===== src/socf_pkg.sv =====
// shared types, microcode format and the microcode program of the complementary filter
`default_nettype none

package socf_pkg;

  typedef enum logic [2:0] {
    OP_NOP,
    OP_ERR,
    OP_AP,
    OP_G,
    OP_INT,
    OP_SUM,
    OP_EST,
    OP_OUT
  } op_e;

  typedef enum logic [2:0] {
    A_E,
    A_A,
    A_T,
    A_Q,
    A_RATE
  } asel_e;

  typedef enum logic [1:0] {
    B_K,
    B_GG,
    B_DT
  } bsel_e;

  typedef enum logic [1:0] {
    J_NEXT,
    J_AXIS,
    J_END
  } jmp_e;

  typedef struct packed {
    op_e   op;
    logic  mul_en;
    asel_e asel;
    bsel_e bsel;
    jmp_e  jmp;
  } ctrl_t;

  typedef struct packed {
    logic  run;
    logic  ax;
    ctrl_t cw;
  } uop_t;

  typedef struct packed {
    logic        [15:0] k;
    logic        [15:0] dt;
    logic signed [15:0] gg;
  } cfg_t;

  typedef struct packed {
    logic signed [15:0] accel_x;
    logic signed [15:0] accel_y;
    logic signed [15:0] rate_x;
    logic signed [15:0] rate_y;
  } in_t;

  localparam int unsigned PcWidth = 4;
  localparam int unsigned AddrWidth = 4;

  localparam logic [1:0] RegTimeConstant = 2'd0;
  localparam logic [1:0] RegSamplePeriod = 2'd1;
  localparam logic [1:0] RegGyroGain = 2'd2;

  localparam logic [15:0] TimeConstantRst = 16'd256;
  localparam logic [15:0] SamplePeriodRst = 16'd655;
  localparam logic [15:0] GyroGainRst = 16'd256;

  localparam ctrl_t CwIdle = '{op: OP_NOP, mul_en: 1'b0, asel: A_E, bsel: B_K, jmp: J_END};

  // one axis runs steps 0..8, step 8 loops back once for the second axis
  function automatic ctrl_t ucode(input logic [PcWidth-1:0] pc);
    ctrl_t cw;
    cw = CwIdle;
    case (pc)
      4'd0: cw = '{op: OP_ERR, mul_en: 1'b0, asel: A_E,    bsel: B_K,  jmp: J_NEXT};
      4'd1: cw = '{op: OP_NOP, mul_en: 1'b1, asel: A_E,    bsel: B_K,  jmp: J_NEXT};
      4'd2: cw = '{op: OP_AP,  mul_en: 1'b1, asel: A_RATE, bsel: B_GG, jmp: J_NEXT};
      4'd3: cw = '{op: OP_G,   mul_en: 1'b1, asel: A_A,    bsel: B_K,  jmp: J_NEXT};
      4'd4: cw = '{op: OP_NOP, mul_en: 1'b1, asel: A_Q,    bsel: B_DT, jmp: J_NEXT};
      4'd5: cw = '{op: OP_INT, mul_en: 1'b0, asel: A_E,    bsel: B_K,  jmp: J_NEXT};
      4'd6: cw = '{op: OP_SUM, mul_en: 1'b0, asel: A_E,    bsel: B_K,  jmp: J_NEXT};
      4'd7: cw = '{op: OP_NOP, mul_en: 1'b1, asel: A_T,    bsel: B_DT, jmp: J_NEXT};
      4'd8: cw = '{op: OP_EST, mul_en: 1'b0, asel: A_E,    bsel: B_K,  jmp: J_AXIS};
      4'd9: cw = '{op: OP_OUT, mul_en: 1'b0, asel: A_E,    bsel: B_K,  jmp: J_END};
      default: cw = CwIdle;
    endcase
    return cw;
  endfunction

endpackage

`default_nettype wire


===== src/socf_regs.sv =====
// configuration register file behind the apb-style port
`default_nettype none

module socf_regs (
  input  wire logic                               clk_i,
  input  wire logic                               rst_ni,
  input  wire logic                               psel,
  input  wire logic                               penable,
  input  wire logic                               pwrite,
  input  wire logic [socf_pkg::AddrWidth-1:0]     paddr,
  input  wire logic [31:0]                        pwdata,
  output logic      [31:0]                        prdata,
  output logic                                    pready,
  output socf_pkg::cfg_t                          cfg_o
);

  logic [15:0] k_q, dt_q, gg_q;
  logic [1:0]  idx;
  logic        wr;

  assign idx    = paddr[3:2];
  assign wr     = psel & penable & pwrite;
  assign pready = 1'b1;

  always_ff @(posedge clk_i or negedge rst_ni) begin
    if (!rst_ni) begin
      k_q  <= socf_pkg::TimeConstantRst;
      dt_q <= socf_pkg::SamplePeriodRst;
      gg_q <= socf_pkg::GyroGainRst;
    end else if (wr) begin
      case (idx)
        socf_pkg::RegTimeConstant: k_q  <= pwdata[15:0];
        socf_pkg::RegSamplePeriod: dt_q <= pwdata[15:0];
        socf_pkg::RegGyroGain:     gg_q <= pwdata[15:0];
        default: ;
      endcase
    end
  end

  always_comb begin
    case (idx)
      socf_pkg::RegTimeConstant: prdata = {16'h0000, k_q};
      socf_pkg::RegSamplePeriod: prdata = {16'h0000, dt_q};
      socf_pkg::RegGyroGain:     prdata = {16'h0000, gg_q};
      default:                   prdata = '0;
    endcase
  end

  assign cfg_o.k  = k_q;
  assign cfg_o.dt = dt_q;
  assign cfg_o.gg = gg_q;

endmodule

`default_nettype wire


===== src/socf_seq.sv =====
// microcode sequencer: step counter, axis bit and jump handling
`default_nettype none

module socf_seq (
  input  wire logic           clk_i,
  input  wire logic           rst_ni,
  input  wire logic           start_i,
  input  wire logic           stall_i,
  output socf_pkg::uop_t      uop_o
);

  logic                            run_q, run_d;
  logic                            ax_q, ax_d;
  logic [socf_pkg::PcWidth-1:0]    pc_q, pc_d;
  socf_pkg::ctrl_t                 cw;

  assign cw = run_q ? socf_pkg::ucode(pc_q) : socf_pkg::CwIdle;

  always_comb begin
    run_d = run_q;
    ax_d  = ax_q;
    pc_d  = pc_q;
    if (!run_q) begin
      if (start_i) begin
        run_d = 1'b1;
        ax_d  = 1'b0;
        pc_d  = '0;
      end
    end else if (!stall_i) begin
      case (cw.jmp)
        socf_pkg::J_NEXT: pc_d = pc_q + 1'b1;
        socf_pkg::J_AXIS: begin
          if (!ax_q) begin
            ax_d = 1'b1;
            pc_d = '0;
          end else begin
            pc_d = pc_q + 1'b1;
          end
        end
        socf_pkg::J_END: run_d = 1'b0;
        default:         run_d = 1'b0;
      endcase
    end
  end

  always_ff @(posedge clk_i or negedge rst_ni) begin
    if (!rst_ni) begin
      run_q <= 1'b0;
      ax_q  <= 1'b0;
      pc_q  <= '0;
    end else begin
      run_q <= run_d;
      ax_q  <= ax_d;
      pc_q  <= pc_d;
    end
  end

  assign uop_o.run = run_q;
  assign uop_o.ax  = ax_q;
  assign uop_o.cw  = cw;

endmodule

`default_nettype wire


===== src/socf_dp.sv =====
// filter datapath: one shared multiplier, saturating adder and the filter state
`default_nettype none

module socf_dp #(
  parameter int unsigned W = 32
) (
  input  wire logic                 clk_i,
  input  wire logic                 rst_ni,
  input  wire socf_pkg::uop_t       uop_i,
  input  wire socf_pkg::cfg_t       cfg_i,
  input  wire socf_pkg::in_t        in_i,
  output logic signed [15:0]        angle_x_o,
  output logic signed [15:0]        angle_y_o
);

  localparam int unsigned PW = W + 17;

  function automatic logic signed [W-1:0] sat_w(input logic signed [PW-1:0] v);
    logic signed [PW-1:0] hi, lo;
    hi = {{(PW-W+1){1'b0}}, {(W-1){1'b1}}};
    lo = ~hi;
    if (v > hi) return hi[W-1:0];
    if (v < lo) return lo[W-1:0];
    return v[W-1:0];
  endfunction

  function automatic logic signed [15:0] sat16(input logic signed [W-1:0] v);
    logic signed [W-1:0] s, hi, lo;
    s  = v >>> 8;
    hi = {{(W-15){1'b0}}, {15{1'b1}}};
    lo = ~hi;
    if (s > hi) return 16'sh7fff;
    if (s < lo) return -16'sh8000;
    return s[15:0];
  endfunction

  logic signed [W-1:0]  est_x_q, est_y_q, int_x_q, int_y_q;
  logic signed [W-1:0]  e_q, a_q, p_q, g_q, t_q;
  logic signed [W-1:0]  e_d, a_d, p_d, g_d, t_d;
  logic signed [W-1:0]  est_sel, int_sel, est_new, int_new;
  logic signed [PW-1:0] prod_q, prod_d;
  logic signed [W-1:0]  mul_a;
  logic signed [16:0]   mul_b;
  logic signed [15:0]   accel_sel, rate_sel;
  logic signed [PW-1:0] accel_w;

  assign est_sel   = uop_i.ax ? est_y_q : est_x_q;
  assign int_sel   = uop_i.ax ? int_y_q : int_x_q;
  assign accel_sel = uop_i.ax ? in_i.accel_y : in_i.accel_x;
  assign rate_sel  = uop_i.ax ? in_i.rate_y : in_i.rate_x;
  assign accel_w   = PW'(signed'({accel_sel, 8'h00}));

  // operand select
  always_comb begin
    case (uop_i.cw.asel)
      socf_pkg::A_E:    mul_a = e_q;
      socf_pkg::A_A:    mul_a = a_q;
      socf_pkg::A_T:    mul_a = t_q;
      socf_pkg::A_Q:    mul_a = sat_w(prod_q >>> 8);
      socf_pkg::A_RATE: mul_a = W'(rate_sel);
      default:          mul_a = '0;
    endcase
    case (uop_i.cw.bsel)
      socf_pkg::B_K:  mul_b = signed'({1'b0, cfg_i.k});
      socf_pkg::B_GG: mul_b = {cfg_i.gg[15], cfg_i.gg};
      socf_pkg::B_DT: mul_b = signed'({1'b0, cfg_i.dt});
      default:        mul_b = '0;
    endcase
  end

  assign prod_d = PW'(mul_a) * PW'(mul_b);

  always_comb begin
    e_d     = e_q;
    a_d     = a_q;
    p_d     = p_q;
    g_d     = g_q;
    t_d     = t_q;
    est_new = est_sel;
    int_new = int_sel;
    case (uop_i.cw.op)
      socf_pkg::OP_ERR: e_d = sat_w(accel_w - PW'(est_sel));
      socf_pkg::OP_AP: begin
        a_d = sat_w(prod_q >>> 8);
        p_d = sat_w(prod_q >>> 7);
      end
      socf_pkg::OP_G:   g_d = sat_w(prod_q);
      socf_pkg::OP_INT: int_new = sat_w(PW'(int_sel) + (prod_q >>> 16));
      socf_pkg::OP_SUM: t_d = sat_w(PW'(int_sel) + PW'(p_q) + PW'(g_q));
      socf_pkg::OP_EST: est_new = sat_w(PW'(est_sel) + (prod_q >>> 16));
      default: ;
    endcase
  end

  always_ff @(posedge clk_i) begin
    e_q <= e_d;
    a_q <= a_d;
    p_q <= p_d;
    g_q <= g_d;
    t_q <= t_d;
    if (uop_i.cw.mul_en) begin
      prod_q <= prod_d;
    end
  end

  always_ff @(posedge clk_i or negedge rst_ni) begin
    if (!rst_ni) begin
      est_x_q <= '0;
      est_y_q <= '0;
      int_x_q <= '0;
      int_y_q <= '0;
    end else begin
      if (uop_i.cw.op == socf_pkg::OP_INT) begin
        if (uop_i.ax) int_y_q <= int_new;
        else          int_x_q <= int_new;
      end
      if (uop_i.cw.op == socf_pkg::OP_EST) begin
        if (uop_i.ax) est_y_q <= est_new;
        else          est_x_q <= est_new;
      end
    end
  end

  assign angle_x_o = sat16(est_x_q);
  assign angle_y_o = sat16(est_y_q);

endmodule

`default_nettype wire


===== src/second_order_complementary_filter.sv =====
// Two-axis second-order complementary filter, top level.
// Input stream: one transfer carries both accelerometer tilt angles and both
// gyro rates (Q8.8). Output stream: one transfer per input with the two new
// angle estimates (Q8.8, saturated). Gains and step time are set over the
// apb-style port; the user must set them only while the block is idle, the
// block does not enforce this. Reads return the stored values. A microcoded
// sequencer steps a single shared multiplier and a saturating adder through
// nine steps per axis plus one output step. The next item is taken only once
// the last result is loaded, as all products share the one multiplier port.
// The input is taken while a result still waits in the output register;
// if the receiver stalls, the sequencer holds at its output step until the
// register frees up, and no input is taken meanwhile.
// Reset clears both estimates and integrators and loads the default
// gains; the first item can be sent in the cycle after reset is released.
`default_nettype none

module second_order_complementary_filter #(
  parameter int unsigned STATE_WIDTH = 32
) (
  input  wire logic                               clk_i,
  input  wire logic                               rst_ni,
  // accel_angle_x, accel_angle_y, gyro_rate_x, gyro_rate_y
  input  wire logic [63:0]                        s_axis_tdata,
  input  wire logic                               s_axis_tvalid,
  output logic                                    s_axis_tready,
  // angle_x, angle_y
  output logic [31:0]                             m_axis_tdata,
  output logic                                    m_axis_tvalid,
  input  wire logic                               m_axis_tready,
  input  wire logic                               psel,
  input  wire logic                               penable,
  input  wire logic                               pwrite,
  input  wire logic [socf_pkg::AddrWidth-1:0]     paddr,
  input  wire logic [31:0]                        pwdata,
  output logic [31:0]                             prdata,
  output logic                                    pready
);

  socf_pkg::cfg_t     cfg;
  socf_pkg::uop_t     uop;
  socf_pkg::in_t      in_q;
  logic               in_xfer, stall, out_load;
  logic               out_valid_q;
  logic [31:0]        out_data_q;
  logic signed [15:0] angle_x, angle_y;

  assign s_axis_tready = ~uop.run;
  assign in_xfer       = s_axis_tvalid & s_axis_tready;
  assign stall         = (uop.cw.op == socf_pkg::OP_OUT) & out_valid_q & ~m_axis_tready;
  assign out_load      = (uop.cw.op == socf_pkg::OP_OUT) & ~stall;

  always_ff @(posedge clk_i) begin
    if (in_xfer) begin
      in_q.accel_x <= s_axis_tdata[15:0];
      in_q.accel_y <= s_axis_tdata[31:16];
      in_q.rate_x  <= s_axis_tdata[47:32];
      in_q.rate_y  <= s_axis_tdata[63:48];
    end
    if (out_load) begin
      out_data_q <= {angle_y, angle_x};
    end
  end

  always_ff @(posedge clk_i or negedge rst_ni) begin
    if (!rst_ni) begin
      out_valid_q <= 1'b0;
    end else if (out_load) begin
      out_valid_q <= 1'b1;
    end else if (m_axis_tready) begin
      out_valid_q <= 1'b0;
    end
  end

  assign m_axis_tvalid = out_valid_q;
  assign m_axis_tdata  = out_data_q;

  socf_regs u_regs (
    .clk_i   (clk_i),
    .rst_ni  (rst_ni),
    .psel    (psel),
    .penable (penable),
    .pwrite  (pwrite),
    .paddr   (paddr),
    .pwdata  (pwdata),
    .prdata  (prdata),
    .pready  (pready),
    .cfg_o   (cfg)
  );

  socf_seq u_seq (
    .clk_i   (clk_i),
    .rst_ni  (rst_ni),
    .start_i (in_xfer),
    .stall_i (stall),
    .uop_o   (uop)
  );

  socf_dp #(
    .W (STATE_WIDTH)
  ) u_dp (
    .clk_i     (clk_i),
    .rst_ni    (rst_ni),
    .uop_i     (uop),
    .cfg_i     (cfg),
    .in_i      (in_q),
    .angle_x_o (angle_x),
    .angle_y_o (angle_y)
  );

endmodule

`default_nettype wire

===== config.mk =====
export PLATFORM = sky130hd
export DESIGN_NAME = second_order_complementary_filter
export DESIGN_NICKNAME = d
export VERILOG_FILES = /design/src/socf_pkg.sv /design/src/socf_regs.sv /design/src/socf_seq.sv /design/src/socf_dp.sv /design/src/second_order_complementary_filter.sv
export SDC_FILE = /design/constraint.sdc
export NUM_CORES = 2
export LEC_CHECK = 0
export ABC_CLOCK_PERIOD_IN_PS = 9840
export BUFFER_PORTS_ARGS = -buffer_cell sky130_fd_sc_hd__buf_2
export CELL_PAD_IN_SITES_DETAIL_PLACEMENT = 1
export CELL_PAD_IN_SITES_GLOBAL_PLACEMENT = 1
export CORE_ASPECT_RATIO = 1.75
export CORE_MARGIN = 2
export CORE_UTILIZATION = 30
export DETAILED_ROUTE_END_ITERATION = 8
export GPL_ROUTABILITY_DRIVEN = 1
export PLACE_DENSITY_LB_ADDON = 0.1
export SLEW_MARGIN = 20
export SYNTH_ARGS = -nofsm -noshare
export SYNTH_HDL_FRONTEND = slang
export SYNTH_SLANG_ARGS = --single-unit

===== constraint.sdc =====
create_clock -name clk_i -period 9.84 [get_ports clk_i]
set_input_delay 0.984 -clock clk_i [delete_from_list [all_inputs] [get_ports clk_i]]
set_output_delay 0.984 -clock clk_i [all_outputs]
set_load 0.005 [all_outputs]

Word level (Yosys, flattened, before mapping)
Memory sizes are Yosys's and may differ from the RTL's.
Cells that the tools add are included.
Widths: inputs -> output; s select.
{"block": "word_totals", "memories": 1, "output_inout_bits": 67, "mem_bits_ro": 176, "inputBits": 107, "register_bits": 488, "word_cells": 198}
{"name": "(no name shown)", "depth": 16, "width": 11, "rd": 1, "rd_ports_with_merged_regs": 0, "wr": 0, "line": "socf_pkg.sv:81", "source": "case (pc)"}
{"block": "classes", "n_addsub": 6, "n_mul": 1, "n_reduce_logical": 16, "n_eq_ne": 19, "bitwise": 10, "n_lt_le_gt_ge": 18, "n_mux": 105}
{"cell": "$mux 32", "count": 32}
{"cell": "$gt 49x32->1 const B", "count": 5}
{"cell": "$lt 49x32->1 const B", "count": 5}
{"cell": "$mux 16", "count": 10}
{"cell": "$pmux 32 s5", "count": 1}
{"cell": "$add 32x33->34", "count": 2}
{"cell": "$mux 1", "count": 54}
{"cell": "$pmux 17 s3", "count": 1}
{"cell": "$mul 32x17->49", "count": 1}
{"cell": "$gt 24x16->1 const B", "count": 2}
{"cell": "$lt 24x16->1 const B", "count": 2}
{"cell": "$pmux 16 s3", "count": 1}
{"cell": "$gt 42x32->1 const B", "count": 1}
{"cell": "$lt 42x32->1 const B", "count": 1}
{"cell": "$gt 41x32->1 const B", "count": 1}
{"cell": "$lt 41x32->1 const B", "count": 1}
{"cell": "$add 33x32->34", "count": 1}
{"cell": "$add 32x32->33", "count": 1}
{"cell": "$sub 24x32->33", "count": 1}
{"cell": "$mux 4", "count": 4}
{"cell": "$eq 3x3->1 const B", "count": 5}
{"cell": "$reduce_and 2->1", "count": 7}
{"cell": "$eq 3x2->1 const B", "count": 4}
{"cell": "$mux 11", "count": 1}
{"cell": "other kinds (14)", "count": 31}

Depth between registers and ports, before layout
{"block": "logic_depth", "depth_word": 10, "ltp_mapped": 35, "mapped_depth_nobuf": 33}

By module
From an unflattened synthesis, not the netlist that was laid out.
{"block": "hier_totals", "cells_unflattened": 4615, "hier_area_um2": 46559.7}
{"module": "socf_dp", "cells_per_inst": 4272, "n_inst": 1, "area_each_um2": 40727.8}
{"module": "second_order_complementary_filter", "cells_per_inst": 104, "n_inst": 1, "area_each_um2": 2950.3}
{"module": "socf_regs", "cells_per_inst": 178, "n_inst": 1, "area_each_um2": 2342.2}
{"module": "socf_seq", "cells_per_inst": 61, "n_inst": 1, "area_each_um2": 539.3}

Worst setup path after synthesis
Ideal clock, no wire load.
{"block": "synth_timing", "kind": "reg2reg", "startpoint": "register u_seq.pc_q[1] (netlist name)", "endpoint": "register u_dp.prod_q[42] (data pin)", "setup_ns": 0.258, "t_arrival_ns": 8.653, "path_buffers": 3, "path_stages_with_launch": 34, "setup_slack_ns": 0.929, "path_cell_list": "dfrtp_1 -> inv_1 -> ha_1 -> clkbuf_1 -> nor2_1 -> nor2_1 -> and2_1 -> clkbuf_1 -> clkbuf_1 -> a221oi_1 -> a21boi_1 -> nor2_1 -> fa_1 -> inv_1 -> fa_1 -> fa_1 -> inv_1 -> fa_1 -> fa_1 -> inv_1 -> fa_1 -> inv_1 -> ha_1 -> a21o_1 -> a21o_1 -> a21oi_1 -> o22ai_1 -> a211oi_1 -> a2bb2oi_1 -> a31oi_1 -> a31oi_1 -> nor2_1 -> o41a_1 -> xnor2_1"}
{"block": "synth_between", "elab_chain_len": 5, "word_cells_on_any_way": 13}
{"element": "from (decl)", "line": "socf_seq.sv:14", "source": "logic [socf_pkg::PcWidth-1:0] pc_q, pc_d;"}
{"element": "from (signal assigned)", "line": "socf_seq.sv:54", "source": "pc_q <= pc_d;"}
{"element": "$mem_v2 16x11 *"}
{"element": "$mux 11 *", "line": "socf_seq.sv:17", "source": "assign cw = run_q ? socf_pkg::ucode(pc_q) : socf_pkg::CwIdle;"}
{"element": "$eq 3x3->1 (tied with other cells)", "line": "socf_dp.sv:55", "source": "case (uop_i.cw.asel)"}
{"element": "$pmux 32 s5 / $pmux 17 s3 (equally long branches)", "line": "socf_dp.sv:55, socf_dp.sv:63"}
{"element": "$mul 32x17->49 *", "line": "socf_dp.sv:71", "source": "assign prod_d = PW'(mul_a) * PW'(mul_b);"}
{"element": "via u_dp.prod_d[42]", "line": "socf_dp.sv:41", "source": "logic signed [PW-1:0] prod_q, prod_d;"}
{"element": "to (signal assigned)", "line": "socf_dp.sv:102", "source": "prod_q <= prod_d;"}
{"element": "to (decl)", "line": "socf_dp.sv:41"}
Mark *: on every way through the listed nets, which the timed path passes. The rest lies on a longest branch.
A chain may end at the register's enable or synchronous reset.

Worst setup path after layout
{"block": "layout_timing", "startpoint": "register u_seq.pc_q[0] (netlist name)", "endpoint": "register u_dp.prod_q[47] (data pin)"}
The elaborated chain is that of the path after synthesis.

==> metrics.cfg <==
[yosys]
synth_top_family_by_area=adder cells
synth_mux_area_share_pct=4.417
synth-compound-area-share_pct=14.30
synth.yosys.seq_area_share_pct=29.56
synth_flop_cell=edfxtp_1
synth-async-reset-ratio_pct=37.50
synth_adder_area_share_pct=30.64
synth-warning-count=0
synth_xor_area_share_pct=3.032
synth_edf_count=305
synthesis.area_um2=46510
syn_inst=4629
yosys.area_share.simple_pct=10.73
ys_seq_elements=488
synthDistinctLibCells=103
syn_area_per_cell_um2=10.05

[global_routing]
grt_overflow_total=0
antenna_found_initial=3
grt_use_total_pct=21.89
grt_pass1_vias=39130
grt_max_degree=118
grt_first_pass_wirelength_um=257100

[clocking]
cts_hold_buffers=0
cts_tree=built
clk_latency_ns=0.69
cts_buffer_depth=3
cts_sinks=488
cts_buffers=57
cts_root_buffer=clkbuf_16
clkTransAtPathRegs_ns=0.06
htree_levels=2

[timing]
slew_violations=0
finalSetupTns_ns=0
maxSlewHeadroom_pct=25.45
finalClockSkew_ns=0.03337
max_slew.worst_pin.slew_ns=1.116
hold_violations=0
min_period_ns=9.442
setup_viol=0
rsz0062_at_grt=false
fin_crit_sh_pct=95.95
clock.fmax_ghz=0.1059

[route]
ant_nets=0
wire_per_inst_um=24.96
drc=0
vias_per_cell=5.034
dr.pass1.iters=5
vias=34770
drtIter0Drc=1427
routed_wl_um=172400

[worst_setup_path]
critPathLaunchType=flip-flop
setup.worst_path.class=flip-flop to flip-flop
r2r-start=u_seq.pc_q[0]$_DFFE_PN0P_
critPathMaxFanout=15
rrSetupSlack_ns=0.40
crit_required_ns=10.26
cp-end-kind=flip-flop
arrival_ns=9.86
slowest_stage=fa_1
critPathMaxStageDelay_ns=0.59
startpoint=u_seq.pc_q[0]$_DFFE_PN0P_

[die]
die_w_um=301.6
core-area_um2=154400
initial_core_util_pct=30.13
die_y_um=524.9
io_pins=174
dieArea_um2=158300
rows=191

[hold_path]
hold_path.class=input pin to async pin

[final_layout]
final_cells=6908
top_regs=in_q: 64 flops, u_dp.prod_q: 49 flops
nNetsFinal=5736
largest_register_ff_count=64
most-common-layout-cells=666 x inv_1, 556 x fa_1, 439 x nor2_1
drive_above_1_share_pct=13.18
area_growth_pct=13.22
layout_commonest_cell=inv_1
fillCellCount=17520
largest-register=in_q

[place]
io_buffers=138
hpwlAfterDp_um=140900
finalWeightedCongestion=0.8735
dp_cells=6795

[flow_run]
drv_cap=0

[run_status]
status=complete, no violations

worst paths after layout:
kind | cells past startpoint | endpoint
setup / recovery | 34 | u_dp.prod_q[47]$_DFFE_PP_
hold / removal | 1 | u_dp.est_y_q[24]$_DFFE_PN0P_
setup reg to reg | 34 | u_dp.prod_q[47]$_DFFE_PP_
hold reg to reg | 2 | u_dp.int_y_q[31]$_DFFE_PN0P_
max in group asynchronous | 2 | u_dp.int_x_q[6]$_DFFE_PN0P_
min in group clk_i | 1 | in_q[5]$_DFFE_PP_
routing by layer:
metal	vias up	part of all wire (%)	GRT usage, %
met5	-	0	0
met4	0	4.0	7.980
met3	185	2.0	1.616
met1	18150	38	24.37
li1	15910	-	-
met2	524	56	42.63
synth_stat cells, types with 55 or more instances:
master | number | area, µm²
clkbuf_1 | 148 | 555.5
nor2_1 | 445 | 1670
dfrtp_1 | 175 | 4379
a21o_1 | 153 | 1149
o21a_1 | 55 | 412.9
inv_1 | 666 | 2500
a21oi_1 | 207 | 1036
nand2_1 | 424 | 1592
edfxtp_1 | 305 | 9159
mux2i_1 | 61 | 610.6
o22a_1 | 56 | 490.5
xnor2_1 | 108 | 945.9
o21ai_0 | 151 | 755.7
ha_1 | 243 | 3040
mux2_2 | 127 | 1430
fa_1 | 556 | 11130
kinds of logic (layout without fill, tap and decap cells):
logic type / count (synthesis) / after routing
adders and majority gates: 807 / 807
DFF: 488 / 488
other: 2 / 20
and+or+nand+nor: 1148 / 1148
AOI/OAI and AO/OA: 958 / 958
buffers and inverters: 876 / 1111
xor gates and xnor gates: 161 / 161
muxes: 189 / 189
stage by stage:
stage | setup slack, ns | hold WS, ns | cell area, µm² | utilization [%]
floorplan | 0.9288 | 0.4404 | 46570 | -
global placement | 0.2483 | 0.4533 | 50680 | 32.83
detailed placement | 0.1203 | 0.4645 | 50680 | 32.83
CTS | 0.09070 | 0.3341 | 52560 | 34.04
global route | 0.02989 | 0.3802 | 52660 | 34.11
finish | 0.3985 | 0.3628 | 52660 | 34.11
area by class of cell:
class / count / area [µm²] / area share, %
diodes: 3 / 7.507 / 0.01426
clock buffers: 82 / 1644 / 3.122
inverters: 667 / 2504 / 4.754
flip-flops and latches: 488 / 13750 / 26.12
clock inverters: 26 / 234.0 / 0.4443
well taps: 2026 / 2535 / 4.814
multi-input cells: 3280 / 29680 / 56.36
repair buffers: 336 / 2306 / 4.379
worst max-delay path, delay by kind of cell, from the launching register on:
kind                     cells  cell delay [ns]
adder cells (fa/ha/maj)      8             3.57
XOR/XNOR                     1             0.16
AO/OA/AOI/OAI                9             2.04
flip-flops                   1             0.44
AND/OR/NAND/NOR              5             1.40
buffers and inverters       11             1.52
timing repair:
action | CTS | global route
buffers inserted | 0 | 0
endpoints found under the setup margin | 0 | 10
gates resized for setup | 0 | 8
Power is not shown: default switching activity piles up to over one toggle a cycle in this logic, so the estimate is an artifact.
